`config.mk`:
```
export PLATFORM = sky130hd
export DESIGN_NAME = triangle_edge_rasterizer
export DESIGN_NICKNAME = d
export VERILOG_FILES = /design/src/hw/rtl/ter_pkg.sv /design/src/hw/rtl/ter_cmd_fifo.sv /design/src/hw/rtl/ter_scan_ctrl.sv /design/src/hw/rtl/ter_edge_pipe.sv /design/src/hw/rtl/triangle_edge_rasterizer.sv
export SDC_FILE = /design/constraint.sdc
export NUM_CORES = 2
export LEC_CHECK = 0
export BUFFER_PORTS_ARGS = -buffer_cell sky130_fd_sc_hd__clkbuf_2
export CAP_MARGIN = 10
export CORE_ASPECT_RATIO = 0.6
export CORE_MARGIN = 2
export CORE_UTILIZATION = 40
export CTS_CLUSTER_SIZE = 16
export DETAILED_ROUTE_END_ITERATION = 6
export PLACE_DENSITY = 0.65
export REMOVE_ABC_BUFFERS = 1
export SYNTH_ARGS = -nofsm -noshare
export SYNTH_HDL_FRONTEND = slang
export SYNTH_HIERARCHICAL = 1
export SYNTH_SLANG_ARGS = --single-unit
```
`constraint.sdc`:
```
create_clock -name clk_i -period 16.14 [get_ports clk_i]
set_clock_uncertainty 0.15 [all_clocks]
set_input_delay 3.228 -clock clk_i [delete_from_list [all_inputs] [get_ports clk_i]]
set_output_delay 3.228 -clock clk_i [all_outputs]
set_load 0.005 [all_outputs]
```
`src/hw/rtl/ter_pkg.sv`:
```
`timescale 1ns / 1ps

package ter_pkg;

  // Command carried in tuser on the input stream
  typedef enum logic [0:0] {
    CMD_LOAD = 1'b0,
    CMD_STEP = 1'b1
  } ter_cmd_e;

  localparam int unsigned REG_W     = 12;
  localparam int unsigned REG_IDX_W = 1;
  localparam int unsigned ADDR_W    = 22;
  localparam int unsigned COLOR_W   = 16;

  localparam logic [REG_IDX_W-1:0] REG_CANVAS_WIDTH  = 1'b0;
  localparam logic [REG_IDX_W-1:0] REG_CANVAS_HEIGHT = 1'b1;

  localparam logic [REG_W-1:0] CANVAS_WIDTH_RST  = 12'd240;
  localparam logic [REG_W-1:0] CANVAS_HEIGHT_RST = 12'd240;

  localparam int unsigned FIFO_DEPTH = 2;
  localparam int unsigned FIFO_PTR_W = 1;
  localparam int unsigned FIFO_CNT_W = 2;

  // Head of the command queue as seen by the scan controller
  typedef struct packed {
    logic     valid;
    ter_cmd_e cmd;
  } ter_head_t;

endpackage

```
`src/hw/rtl/ter_cmd_fifo.sv`:
```
`timescale 1ns / 1ps

module ter_cmd_fifo #(
  parameter int unsigned DATA_W = 88
) (
  input  logic                  clk_i,
  input  logic                  rst_ni,
  input  logic                  in_valid_i,
  output logic                  in_ready_o,
  input  logic                  in_cmd_i,
  input  logic [DATA_W-1:0]     in_data_i,
  input  logic                  pop_i,
  output ter_pkg::ter_head_t    head_o,
  output logic [DATA_W-1:0]     head_data_o
);

  logic [DATA_W-1:0]                 data_q [ter_pkg::FIFO_DEPTH];
  ter_pkg::ter_cmd_e                 cmd_q  [ter_pkg::FIFO_DEPTH];
  logic [ter_pkg::FIFO_PTR_W-1:0]    wr_ptr_q, wr_ptr_d;
  logic [ter_pkg::FIFO_PTR_W-1:0]    rd_ptr_q, rd_ptr_d;
  logic [ter_pkg::FIFO_CNT_W-1:0]    count_q, count_d;
  logic                              push;
  logic                              pop;

  assign in_ready_o = (count_q != ter_pkg::FIFO_CNT_W'(ter_pkg::FIFO_DEPTH));
  assign push       = in_valid_i && in_ready_o;
  assign pop        = pop_i && (count_q != '0);

  assign head_o.valid = (count_q != '0);
  assign head_o.cmd   = cmd_q[rd_ptr_q];
  assign head_data_o  = data_q[rd_ptr_q];

  always_comb begin
    wr_ptr_d = push ? wr_ptr_q + 1'b1 : wr_ptr_q;
    rd_ptr_d = pop ? rd_ptr_q + 1'b1 : rd_ptr_q;
    count_d  = count_q;
    if (push && !pop) begin
      count_d = count_q + 1'b1;
    end else if (pop && !push) begin
      count_d = count_q - 1'b1;
    end
  end

  always_ff @(posedge clk_i or negedge rst_ni) begin
    if (!rst_ni) begin
      wr_ptr_q <= '0;
      rd_ptr_q <= '0;
      count_q  <= '0;
    end else begin
      wr_ptr_q <= wr_ptr_d;
      rd_ptr_q <= rd_ptr_d;
      count_q  <= count_d;
    end
  end

  // Classify the beat by its command on entry
  always_ff @(posedge clk_i) begin
    if (push) begin
      data_q[wr_ptr_q] <= in_data_i;
      cmd_q[wr_ptr_q]  <= ter_pkg::ter_cmd_e'(in_cmd_i);
    end
  end

endmodule

```
`src/hw/rtl/ter_scan_ctrl.sv`:
```
`timescale 1ns / 1ps

module ter_scan_ctrl #(
  parameter int unsigned COORD_BITS = 12
) (
  input  logic                           clk_i,
  input  logic                           rst_ni,
  input  ter_pkg::ter_head_t             head_i,
  input  logic [6*COORD_BITS+ter_pkg::COLOR_W-1:0] head_data_i,
  output logic                           pop_o,
  input  logic                           adv_i,
  output logic                           issue_o,
  output logic                           last_o,
  output logic [COORD_BITS-1:0]          px_o,
  output logic [COORD_BITS-1:0]          py_o,
  output logic [COORD_BITS-1:0]          vtx_o [6],
  output logic [ter_pkg::COLOR_W-1:0]    color_o
);

  localparam int unsigned CB = COORD_BITS;

  logic [CB-1:0]               vtx_q [6];
  logic [CB-1:0]               min_x_q, max_x_q, min_y_q, max_y_q;
  logic [CB-1:0]               scan_x_q, scan_x_d;
  logic [CB-1:0]               scan_y_q, scan_y_d;
  logic [ter_pkg::COLOR_W-1:0] color_q;
  logic                        active_q, active_d;
  logic [CB-1:0]               in_vtx [6];
  logic [CB-1:0]               box_min_x, box_max_x, box_min_y, box_max_y;
  logic                        do_load;
  logic                        do_step;
  logic                        at_last;

  function automatic logic [CB-1:0] min3(input logic [CB-1:0] a, input logic [CB-1:0] b,
                                         input logic [CB-1:0] c);
    logic [CB-1:0] m;
    m = ($signed(a) < $signed(b)) ? a : b;
    return ($signed(m) < $signed(c)) ? m : c;
  endfunction

  function automatic logic [CB-1:0] max3(input logic [CB-1:0] a, input logic [CB-1:0] b,
                                         input logic [CB-1:0] c);
    logic [CB-1:0] m;
    m = ($signed(a) > $signed(b)) ? a : b;
    return ($signed(m) > $signed(c)) ? m : c;
  endfunction

  for (genvar i = 0; i < 6; i++) begin : g_vtx
    assign in_vtx[i] = head_data_i[i*CB +: CB];
    assign vtx_o[i]  = vtx_q[i];
  end

  assign box_min_x = min3(in_vtx[0], in_vtx[2], in_vtx[4]);
  assign box_max_x = max3(in_vtx[0], in_vtx[2], in_vtx[4]);
  assign box_min_y = min3(in_vtx[1], in_vtx[3], in_vtx[5]);
  assign box_max_y = max3(in_vtx[1], in_vtx[3], in_vtx[5]);

  // A load never waits on the pipeline; a step waits for a free slot
  assign do_load = head_i.valid && (head_i.cmd == ter_pkg::CMD_LOAD);
  assign do_step = head_i.valid && (head_i.cmd == ter_pkg::CMD_STEP) && adv_i;
  assign pop_o   = do_load || do_step;
  assign at_last = (scan_x_q == max_x_q) && (scan_y_q == max_y_q);

  assign issue_o = do_step && active_q;
  assign last_o  = at_last;
  assign px_o    = scan_x_q;
  assign py_o    = scan_y_q;
  assign color_o = color_q;

  always_comb begin
    scan_x_d = scan_x_q;
    scan_y_d = scan_y_q;
    active_d = active_q;
    if (do_load) begin
      scan_x_d = box_min_x;
      scan_y_d = box_min_y;
      active_d = 1'b1;
    end else if (issue_o) begin
      if (at_last) begin
        active_d = 1'b0;
      end else if ($signed(scan_x_q) < $signed(max_x_q)) begin
        scan_x_d = scan_x_q + 1'b1;
      end else begin
        scan_x_d = min_x_q;
        scan_y_d = scan_y_q + 1'b1;
      end
    end
  end

  always_ff @(posedge clk_i or negedge rst_ni) begin
    if (!rst_ni) begin
      active_q <= 1'b0;
      scan_x_q <= '0;
      scan_y_q <= '0;
    end else begin
      active_q <= active_d;
      scan_x_q <= scan_x_d;
      scan_y_q <= scan_y_d;
    end
  end

  always_ff @(posedge clk_i) begin
    if (do_load) begin
      for (int i = 0; i < 6; i++) begin
        vtx_q[i] <= in_vtx[i];
      end
      min_x_q <= box_min_x;
      max_x_q <= box_max_x;
      min_y_q <= box_min_y;
      max_y_q <= box_max_y;
      color_q <= head_data_i[6*CB +: ter_pkg::COLOR_W];
    end
  end

endmodule

```
`src/hw/rtl/ter_edge_pipe.sv`:
```
`timescale 1ns / 1ps

module ter_edge_pipe #(
  parameter int unsigned COORD_BITS = 12
) (
  input  logic                          clk_i,
  input  logic                          rst_ni,
  input  logic                          issue_i,
  input  logic                          last_i,
  input  logic [COORD_BITS-1:0]         px_i,
  input  logic [COORD_BITS-1:0]         py_i,
  input  logic [COORD_BITS-1:0]         vtx_i [6],
  input  logic [ter_pkg::COLOR_W-1:0]   color_i,
  input  logic [ter_pkg::REG_W-1:0]     canvas_w_i,
  input  logic [ter_pkg::REG_W-1:0]     canvas_h_i,
  output logic                          adv_o,
  output logic                          out_valid_o,
  input  logic                          out_ready_i,
  output logic [COORD_BITS-1:0]         out_x_o,
  output logic [COORD_BITS-1:0]         out_y_o,
  output logic [ter_pkg::ADDR_W-1:0]    out_addr_o,
  output logic                          out_draw_o,
  output logic [ter_pkg::COLOR_W-1:0]   out_color_o,
  output logic                          out_last_o
);

  localparam int unsigned CB    = COORD_BITS;
  localparam int unsigned DW    = CB + 1;
  localparam int unsigned PW    = 2 * CB + 2;
  localparam int unsigned EW    = PW + 1;
  localparam int unsigned CMP_W = (CB > ter_pkg::REG_W) ? CB : ter_pkg::REG_W;
  localparam int unsigned YW_W  = CB + ter_pkg::REG_W;
  localparam int unsigned SUM_W = (YW_W + 1 > ter_pkg::ADDR_W) ? YW_W + 1 : ter_pkg::ADDR_W;

  // Edge order: B->C, C->A, A->B as (start, end) vertex indexes
  localparam int EDGE_A [3] = '{1, 2, 0};
  localparam int EDGE_B [3] = '{2, 0, 1};

  logic signed [DW-1:0]        ex_u [3];
  logic signed [DW-1:0]        ex_v [3];
  logic signed [DW-1:0]        ex_s [3];
  logic signed [DW-1:0]        ex_t [3];
  logic                        on_canvas;

  logic                        s1_valid_q;
  logic signed [DW-1:0]        s1_u_q [3];
  logic signed [DW-1:0]        s1_v_q [3];
  logic signed [DW-1:0]        s1_s_q [3];
  logic signed [DW-1:0]        s1_t_q [3];
  logic [CB-1:0]               s1_x_q, s1_y_q;
  logic [ter_pkg::COLOR_W-1:0] s1_color_q;
  logic                        s1_last_q, s1_canvas_q;
  logic [ter_pkg::REG_W-1:0]   s1_w_q;

  logic                        s2_valid_q;
  logic signed [PW-1:0]        s2_p_q [3];
  logic signed [PW-1:0]        s2_q_q [3];
  logic [YW_W-1:0]             s2_yw_q;
  logic [CB-1:0]               s2_x_q, s2_y_q;
  logic [ter_pkg::COLOR_W-1:0] s2_color_q;
  logic                        s2_last_q, s2_canvas_q;

  logic signed [EW-1:0]        edge_val [3];
  logic [2:0]                  ge_zero, le_zero;
  logic                        draw;
  logic [SUM_W-1:0]            addr_sum;

  logic                        o_valid_q;
  logic [CB-1:0]               o_x_q, o_y_q;
  logic [ter_pkg::ADDR_W-1:0]  o_addr_q;
  logic                        o_draw_q, o_last_q;
  logic [ter_pkg::COLOR_W-1:0] o_color_q;

  // Whole pipe moves when the output slot is free or being taken
  assign adv_o = !o_valid_q || out_ready_i;

  for (genvar e = 0; e < 3; e++) begin : g_diff
    assign ex_u[e] = $signed({vtx_i[2*EDGE_B[e]][CB-1], vtx_i[2*EDGE_B[e]]})
                   - $signed({vtx_i[2*EDGE_A[e]][CB-1], vtx_i[2*EDGE_A[e]]});
    assign ex_v[e] = $signed({py_i[CB-1], py_i})
                   - $signed({vtx_i[2*EDGE_A[e]+1][CB-1], vtx_i[2*EDGE_A[e]+1]});
    assign ex_s[e] = $signed({vtx_i[2*EDGE_B[e]+1][CB-1], vtx_i[2*EDGE_B[e]+1]})
                   - $signed({vtx_i[2*EDGE_A[e]+1][CB-1], vtx_i[2*EDGE_A[e]+1]});
    assign ex_t[e] = $signed({px_i[CB-1], px_i})
                   - $signed({vtx_i[2*EDGE_A[e]][CB-1], vtx_i[2*EDGE_A[e]]});
  end

  assign on_canvas = !px_i[CB-1] && !py_i[CB-1]
                  && (CMP_W'(px_i) < CMP_W'(canvas_w_i))
                  && (CMP_W'(py_i) < CMP_W'(canvas_h_i));

  for (genvar e = 0; e < 3; e++) begin : g_edge
    assign edge_val[e] = EW'(s2_p_q[e]) - EW'(s2_q_q[e]);
    assign ge_zero[e]  = !edge_val[e][EW-1];
    assign le_zero[e]  = edge_val[e][EW-1] || (edge_val[e] == '0);
  end

  assign draw     = s2_canvas_q && ((&ge_zero) || (&le_zero));
  assign addr_sum = SUM_W'(s2_yw_q) + SUM_W'(s2_x_q);

  always_ff @(posedge clk_i or negedge rst_ni) begin
    if (!rst_ni) begin
      s1_valid_q <= 1'b0;
      s2_valid_q <= 1'b0;
      o_valid_q  <= 1'b0;
    end else if (adv_o) begin
      s1_valid_q <= issue_i;
      s2_valid_q <= s1_valid_q;
      o_valid_q  <= s2_valid_q;
    end
  end

  always_ff @(posedge clk_i) begin
    if (adv_o) begin
      for (int e = 0; e < 3; e++) begin
        s1_u_q[e] <= ex_u[e];
        s1_v_q[e] <= ex_v[e];
        s1_s_q[e] <= ex_s[e];
        s1_t_q[e] <= ex_t[e];
        s2_p_q[e] <= PW'(s1_u_q[e] * s1_v_q[e]);
        s2_q_q[e] <= PW'(s1_s_q[e] * s1_t_q[e]);
      end
      s1_x_q      <= px_i;
      s1_y_q      <= py_i;
      s1_color_q  <= color_i;
      s1_last_q   <= last_i;
      s1_canvas_q <= on_canvas;
      s1_w_q      <= canvas_w_i;

      s2_yw_q     <= YW_W'(s1_y_q) * YW_W'(s1_w_q);
      s2_x_q      <= s1_x_q;
      s2_y_q      <= s1_y_q;
      s2_color_q  <= s1_color_q;
      s2_last_q   <= s1_last_q;
      s2_canvas_q <= s1_canvas_q;

      o_x_q     <= s2_x_q;
      o_y_q     <= s2_y_q;
      o_draw_q  <= draw;
      o_addr_q  <= draw ? addr_sum[ter_pkg::ADDR_W-1:0] : '0;
      o_color_q <= s2_color_q;
      o_last_q  <= s2_last_q;
    end
  end

  assign out_valid_o = o_valid_q;
  assign out_x_o     = o_x_q;
  assign out_y_o     = o_y_q;
  assign out_addr_o  = o_addr_q;
  assign out_draw_o  = o_draw_q;
  assign out_color_o = o_color_q;
  assign out_last_o  = o_last_q;

endmodule

```
`src/hw/rtl/triangle_edge_rasterizer.sv`:
```
`timescale 1ns / 1ps

// Edge-function triangle rasterizer.
// Input stream: tuser[0] is the command (0 load, 1 step); tdata carries the
// six vertex coordinates and the fill color. A load sets up a triangle and
// its bounding box and returns nothing; each step emits one beat for the
// next box position in row-major order, with draw in tuser and last in tlast.
// A step with no scan in progress is consumed and emits nothing.
// Commands enter a two-entry queue; the scan controller drains it and feeds
// a three-stage edge evaluation pipeline (differences, products, sign test and
// address). A step beat goes from the queue head through those stages in order, and
// one position is delivered per cycle in steady state while the receiver is ready.
// When the receiver stalls, the whole pipeline holds; the queue keeps taking
// beats until it is full, then s_axis_tready drops.
// Reset empties the queue and the pipeline, stops any scan and sets both
// canvas registers to 240. Write the canvas registers only while idle.
module triangle_edge_rasterizer #(
  parameter int unsigned COORD_BITS = 12
) (
  input  logic                                 clk_i,
  input  logic                                 rst_ni,
  input  logic                                 cfg_we_i,
  input  logic [ter_pkg::REG_IDX_W-1:0]        cfg_idx_i,
  input  logic [ter_pkg::REG_W-1:0]            cfg_data_i,
  input  logic                                 s_axis_tvalid,
  output logic                                 s_axis_tready,
  // ax, ay, bx, by, cx, cy, fill_color_in, zero pad
  input  logic [((6*COORD_BITS+16+7)/8)*8-1:0] s_axis_tdata,
  // command
  input  logic [0:0]                           s_axis_tuser,
  output logic                                 m_axis_tvalid,
  input  logic                                 m_axis_tready,
  // pixel_x, pixel_y, pixel_address, color_out, zero pad
  output logic [((2*COORD_BITS+38+7)/8)*8-1:0] m_axis_tdata,
  // draw
  output logic [0:0]                           m_axis_tuser,
  output logic                                 m_axis_tlast
);

  localparam int unsigned CB     = COORD_BITS;
  localparam int unsigned PLD_W  = 6 * CB + ter_pkg::COLOR_W;
  localparam int unsigned OUT_W  = ((2 * CB + 38 + 7) / 8) * 8;
  localparam int unsigned OPLD_W = 2 * CB + ter_pkg::ADDR_W + ter_pkg::COLOR_W;

  logic [ter_pkg::REG_W-1:0]   canvas_w_q, canvas_h_q;
  ter_pkg::ter_head_t          head;
  logic [PLD_W-1:0]            head_data;
  logic                        pop;
  logic                        adv;
  logic                        issue;
  logic                        scan_last;
  logic [CB-1:0]               px, py;
  logic [CB-1:0]               vtx [6];
  logic [ter_pkg::COLOR_W-1:0] color;
  logic [CB-1:0]               out_x, out_y;
  logic [ter_pkg::ADDR_W-1:0]  out_addr;
  logic [ter_pkg::COLOR_W-1:0] out_color;
  logic                        out_draw;

  always_ff @(posedge clk_i or negedge rst_ni) begin
    if (!rst_ni) begin
      canvas_w_q <= ter_pkg::CANVAS_WIDTH_RST;
      canvas_h_q <= ter_pkg::CANVAS_HEIGHT_RST;
    end else if (cfg_we_i) begin
      case (cfg_idx_i)
        ter_pkg::REG_CANVAS_WIDTH:  canvas_w_q <= cfg_data_i;
        ter_pkg::REG_CANVAS_HEIGHT: canvas_h_q <= cfg_data_i;
        default: ;
      endcase
    end
  end

  ter_cmd_fifo #(
    .DATA_W(PLD_W)
  ) u_front (
    .clk_i      (clk_i),
    .rst_ni     (rst_ni),
    .in_valid_i (s_axis_tvalid),
    .in_ready_o (s_axis_tready),
    .in_cmd_i   (s_axis_tuser[0]),
    .in_data_i  (s_axis_tdata[PLD_W-1:0]),
    .pop_i      (pop),
    .head_o     (head),
    .head_data_o(head_data)
  );

  ter_scan_ctrl #(
    .COORD_BITS(CB)
  ) u_scan (
    .clk_i      (clk_i),
    .rst_ni     (rst_ni),
    .head_i     (head),
    .head_data_i(head_data),
    .pop_o      (pop),
    .adv_i      (adv),
    .issue_o    (issue),
    .last_o     (scan_last),
    .px_o       (px),
    .py_o       (py),
    .vtx_o      (vtx),
    .color_o    (color)
  );

  ter_edge_pipe #(
    .COORD_BITS(CB)
  ) u_pipe (
    .clk_i      (clk_i),
    .rst_ni     (rst_ni),
    .issue_i    (issue),
    .last_i     (scan_last),
    .px_i       (px),
    .py_i       (py),
    .vtx_i      (vtx),
    .color_i    (color),
    .canvas_w_i (canvas_w_q),
    .canvas_h_i (canvas_h_q),
    .adv_o      (adv),
    .out_valid_o(m_axis_tvalid),
    .out_ready_i(m_axis_tready),
    .out_x_o    (out_x),
    .out_y_o    (out_y),
    .out_addr_o (out_addr),
    .out_draw_o (out_draw),
    .out_color_o(out_color),
    .out_last_o (m_axis_tlast)
  );

  assign m_axis_tdata = OUT_W'(OPLD_W'({out_color, out_addr, out_y, out_x}));
  assign m_axis_tuser = out_draw;

endmodule

```
==> metrics.cfg <==
[synthesis]
ys_ff_latch = 852
syn_area_sq_um = 86200
yosysUniqueCellTypes = 96
yosysTopAreaCellShare_pct = 27.7
ys_seq_area_share_pct = 29.4
synth_ff_type = edfxtp_1
synth_edf_count = 796
yosys-top-cells-area = edfxtp_1 28%, fa_1 25%, ha_1 12%
syn_inst = 8164
ys_warn_count = 6
avgSynthCellArea_sq_um = 10.6
yosysTopAreaCell = edfxtp_1
ys_async_sr_fraction_pct = 6.57

[place]
io_buffer_count = 172
hpwlAfterDp_um = 187000
gp_congestion = 0.945
placed_cells = 11000

[critical_path]
required_ps = 16500
criticalPathCategory = register to register
cpMaxStageDelayCell = o41ai_1
cp.arrival_ps = 7720
worst-path-buf-inv = 4
endpoint = u_pipe/s2_q_q[0][77]$_DFFE_PP_
crit_chain = and2_1 > fa_1 > inv_1 > fa_1 > inv_1 > ha_1 > ha_1 > inv_1 > fa_1 > inv_1 > ha_1 > ha_1 > fa_1 > a21o_1 > a21oi_1 > nor2b_1 > o21a_1 > o41ai_1 > o211ai_1 > a311o_1 > a21oi_1 > o21ai_0 > a21oi_1 > xnor2_1
path_delay_family = adder cells
regToRegStartpoint = u_pipe/s1_s_q[0][30]$_DFFE_PP_
worstSetupStartpoint = u_pipe/s1_s_q[0][30]$_DFFE_PP_
critical_path.max_stage_delay_ps = 910
worstPathMaxFanout = 13
rrSetupSlack_ps = 8780
cp-end-kind = register
r2r_cells = 24
rr_endpoint = u_pipe/s2_q_q[0][77]$_DFFE_PP_
cp_num_cells = 24
start_kind = register

[floorplanning]
core-area_sq_um = 213000
die_h_um = 364
die_area_sq_um = 219000
ioPinCount = 175
num_rows = 131
start_util_pct = 40.4
die_x_um = 603

[global_routing]
grt_pass1_vias = 58700
track_usage_pct = 21.3
grt.overflow.total = 0
grt_pass1_wl_um = 355000
grt_max_degree = 139
antenna_found_initial = 16

[clocking]
clkLatencyLatePin_ps = 710
hold_buffers = 0
cts.sink_count = 852
cts_resized = 0
cts_root_buffer = clkbuf_16
cts_tree = done
clockBufferDepth = 3
cts.clk_slew.worst_paths_ps = 80
cts_setup_buffers = 0
cts_buffers = 84
h-tree-depth = 3

[hold_path]
min_path_type = register to register

[cells_and_area]
drive_gt1_share_pct = 7.21
final_common_cell = inv_1
final_cell_mix = 1547 x inv_1, 1087 x fa_1, 800 x nand2_1, 796 x ha_1, 796 x edfxtp_1
final_core_util_pct = 43.5
final_nets = 10200
ff_latch_area_sq_um = 25300
fin_cells = 11200
multiInputGateArea_sq_um = 54000
fill_cells = 20100
area_growth_pct = 7.71

[detailed_routing]
vias = 58200
drc_errors = 0
drt_pre_antenna_iters = 6
via_per_inst = 5.22
wl_met2_um = 88300
antenna_left = 0
wl_met3_um = 25100
highest_layer = met5
wl_met1_um = 113000
drt_iter0_markers = 5263
routedWlPerCell_um = 20.6
wirelength_um = 230000

[sta]
timing.hold.ws_ps = 265
finalHoldViolCount = 0
maxSlewViolCount = 0
fin_setup_tns_ps = 0
tightest_slew_ps = 1210
rsz0062_at_grt = no
slew_headroom_pct = 19.0
fmax_mhz = 136
setup_violations = 0
fin_crit_sh_pct = 45.6
min_period_ps = 7360

[run]
maxCapViolations = 0

[status]
status = completed

-- cells in the mapped netlist (11+ instances only) --
master,number
and3_1,34
mux2_2,70
o21ai_0,215
inv_1,1548
nor2b_1,61
nor3_1,82
a21boi_0,75
and2_1,512
nor2_1,385
a2111oi_0,12
clkbuf_1,218
mux2_4,110
nand2_1,800
a22o_1,11
a21o_1,85
o21a_1,56
mux2i_1,34
a21oi_1,207
xor2_1,76
or3_1,20
a221oi_1,11
ha_1,796
edfxtp_1,796
nor4_1,16
xnor2_1,225
o31ai_1,12
o211ai_1,26
nand4_1,32
fa_1,1087
o221ai_1,24
or2_2,15
nand2b_1,88
o2111ai_1,12
nand3_1,72
a211oi_1,47
a31oi_1,25
o22ai_1,14
o21bai_1,14
dfrtp_1,48
-- logic make-up after synthesis --
family	synth area share (%)
other	0.00435
multiplexers	3.22
XOR/XNOR	3.06
buffers and inverters	8.08
AO/OA/AOI/OAI	7.29
AND/OR/NAND/NOR	12.2
adder cells (fa/ha/maj)	36.8
flip-flops	29.4
-- worst reg2reg max path, cell delays in order, from the launching register on --
cell	delay [ps]
edfxtp_1	570
and2_1	270
fa_1	540
inv_1	50
fa_1	470
inv_1	40
ha_1	260
ha_1	270
inv_1	50
fa_1	470
inv_1	40
ha_1	270
ha_1	220
fa_1	460
a21o_1	180
a21oi_1	240
nor2b_1	80
o21a_1	190
o41ai_1	910
o211ai_1	320
a311o_1	390
a21oi_1	300
o21ai_0	160
a21oi_1	190
xnor2_1	80
-- flip-flops by register name (all words and copies together) (netlist names), 16 cells and up --
name,cells
u_pipe/s1_v_q,39
u_pipe/s1_u_q,39
u_pipe/s2_q_q,78
u_pipe/s1_color_q,16
u_pipe/s1_t_q,39
u_pipe/s2_p_q,78
u_pipe/out_addr_o,22
u_scan/color_o,16
u_pipe/out_color_o,16
u_front/data_q,176
u_pipe/s2_yw_q,22
u_pipe/s1_s_q,39
u_scan/vtx_q,72
u_pipe/s2_color_q,16
-- stage by stage --
stage,cell area [sq um],worst slack [ps]
after global placement,89900,8810
after CTS,92800,8800
after floorplan,85100,-2680
after global routing,92900,8400
final,92900,8780
after detailed placement,89900,8780
-- cell type report --
type                       count  share of cell area (%)
antenna                        4                  0.0108
timing repair buffer         218                    1.31
sequential                   852                    27.3
tap                         2859                    3.85
clock buffer                  95                    2.31
inverter                    1554                    6.29
clock inverter                61                   0.839
multi-input combinational   5515                    58.1
-- how the worst min path moves through the flow --
stage                                        start                               to  slack, ps  cells after the start
floorplan           u_pipe/s2_color_q[0]$_DFFE_PP_  u_pipe/out_color_o[0]$_DFFE_PP_        250                      0
global placement       u_scan/color_o[1]$_DFFE_PP_   u_pipe/s1_color_q[1]$_DFFE_PP_        250                      0
detailed placement      u_pipe/s2_y_q[8]$_DFFE_PP_      u_pipe/out_y_o[8]$_DFFE_PP_        250                      0
CTS                    u_scan/color_o[5]$_DFFE_PP_   u_pipe/s1_color_q[5]$_DFFE_PP_        260                      0
global route           u_scan/color_o[5]$_DFFE_PP_   u_pipe/s1_color_q[5]$_DFFE_PP_        270                      0
finish              u_pipe/s2_color_q[9]$_DFFE_PP_  u_pipe/out_color_o[9]$_DFFE_PP_        270                      0
-- layer usage --
layer,vias to the layer above,global-route usage (%)
li1,26600,-
met1,29200,33.2
met2,2174,28.3
met3,204,6.86
met4,6,3.97
met5,-,0
Power is not shown: default switching activity piles up to over one toggle a cycle in this logic, so the estimate is an artifact.
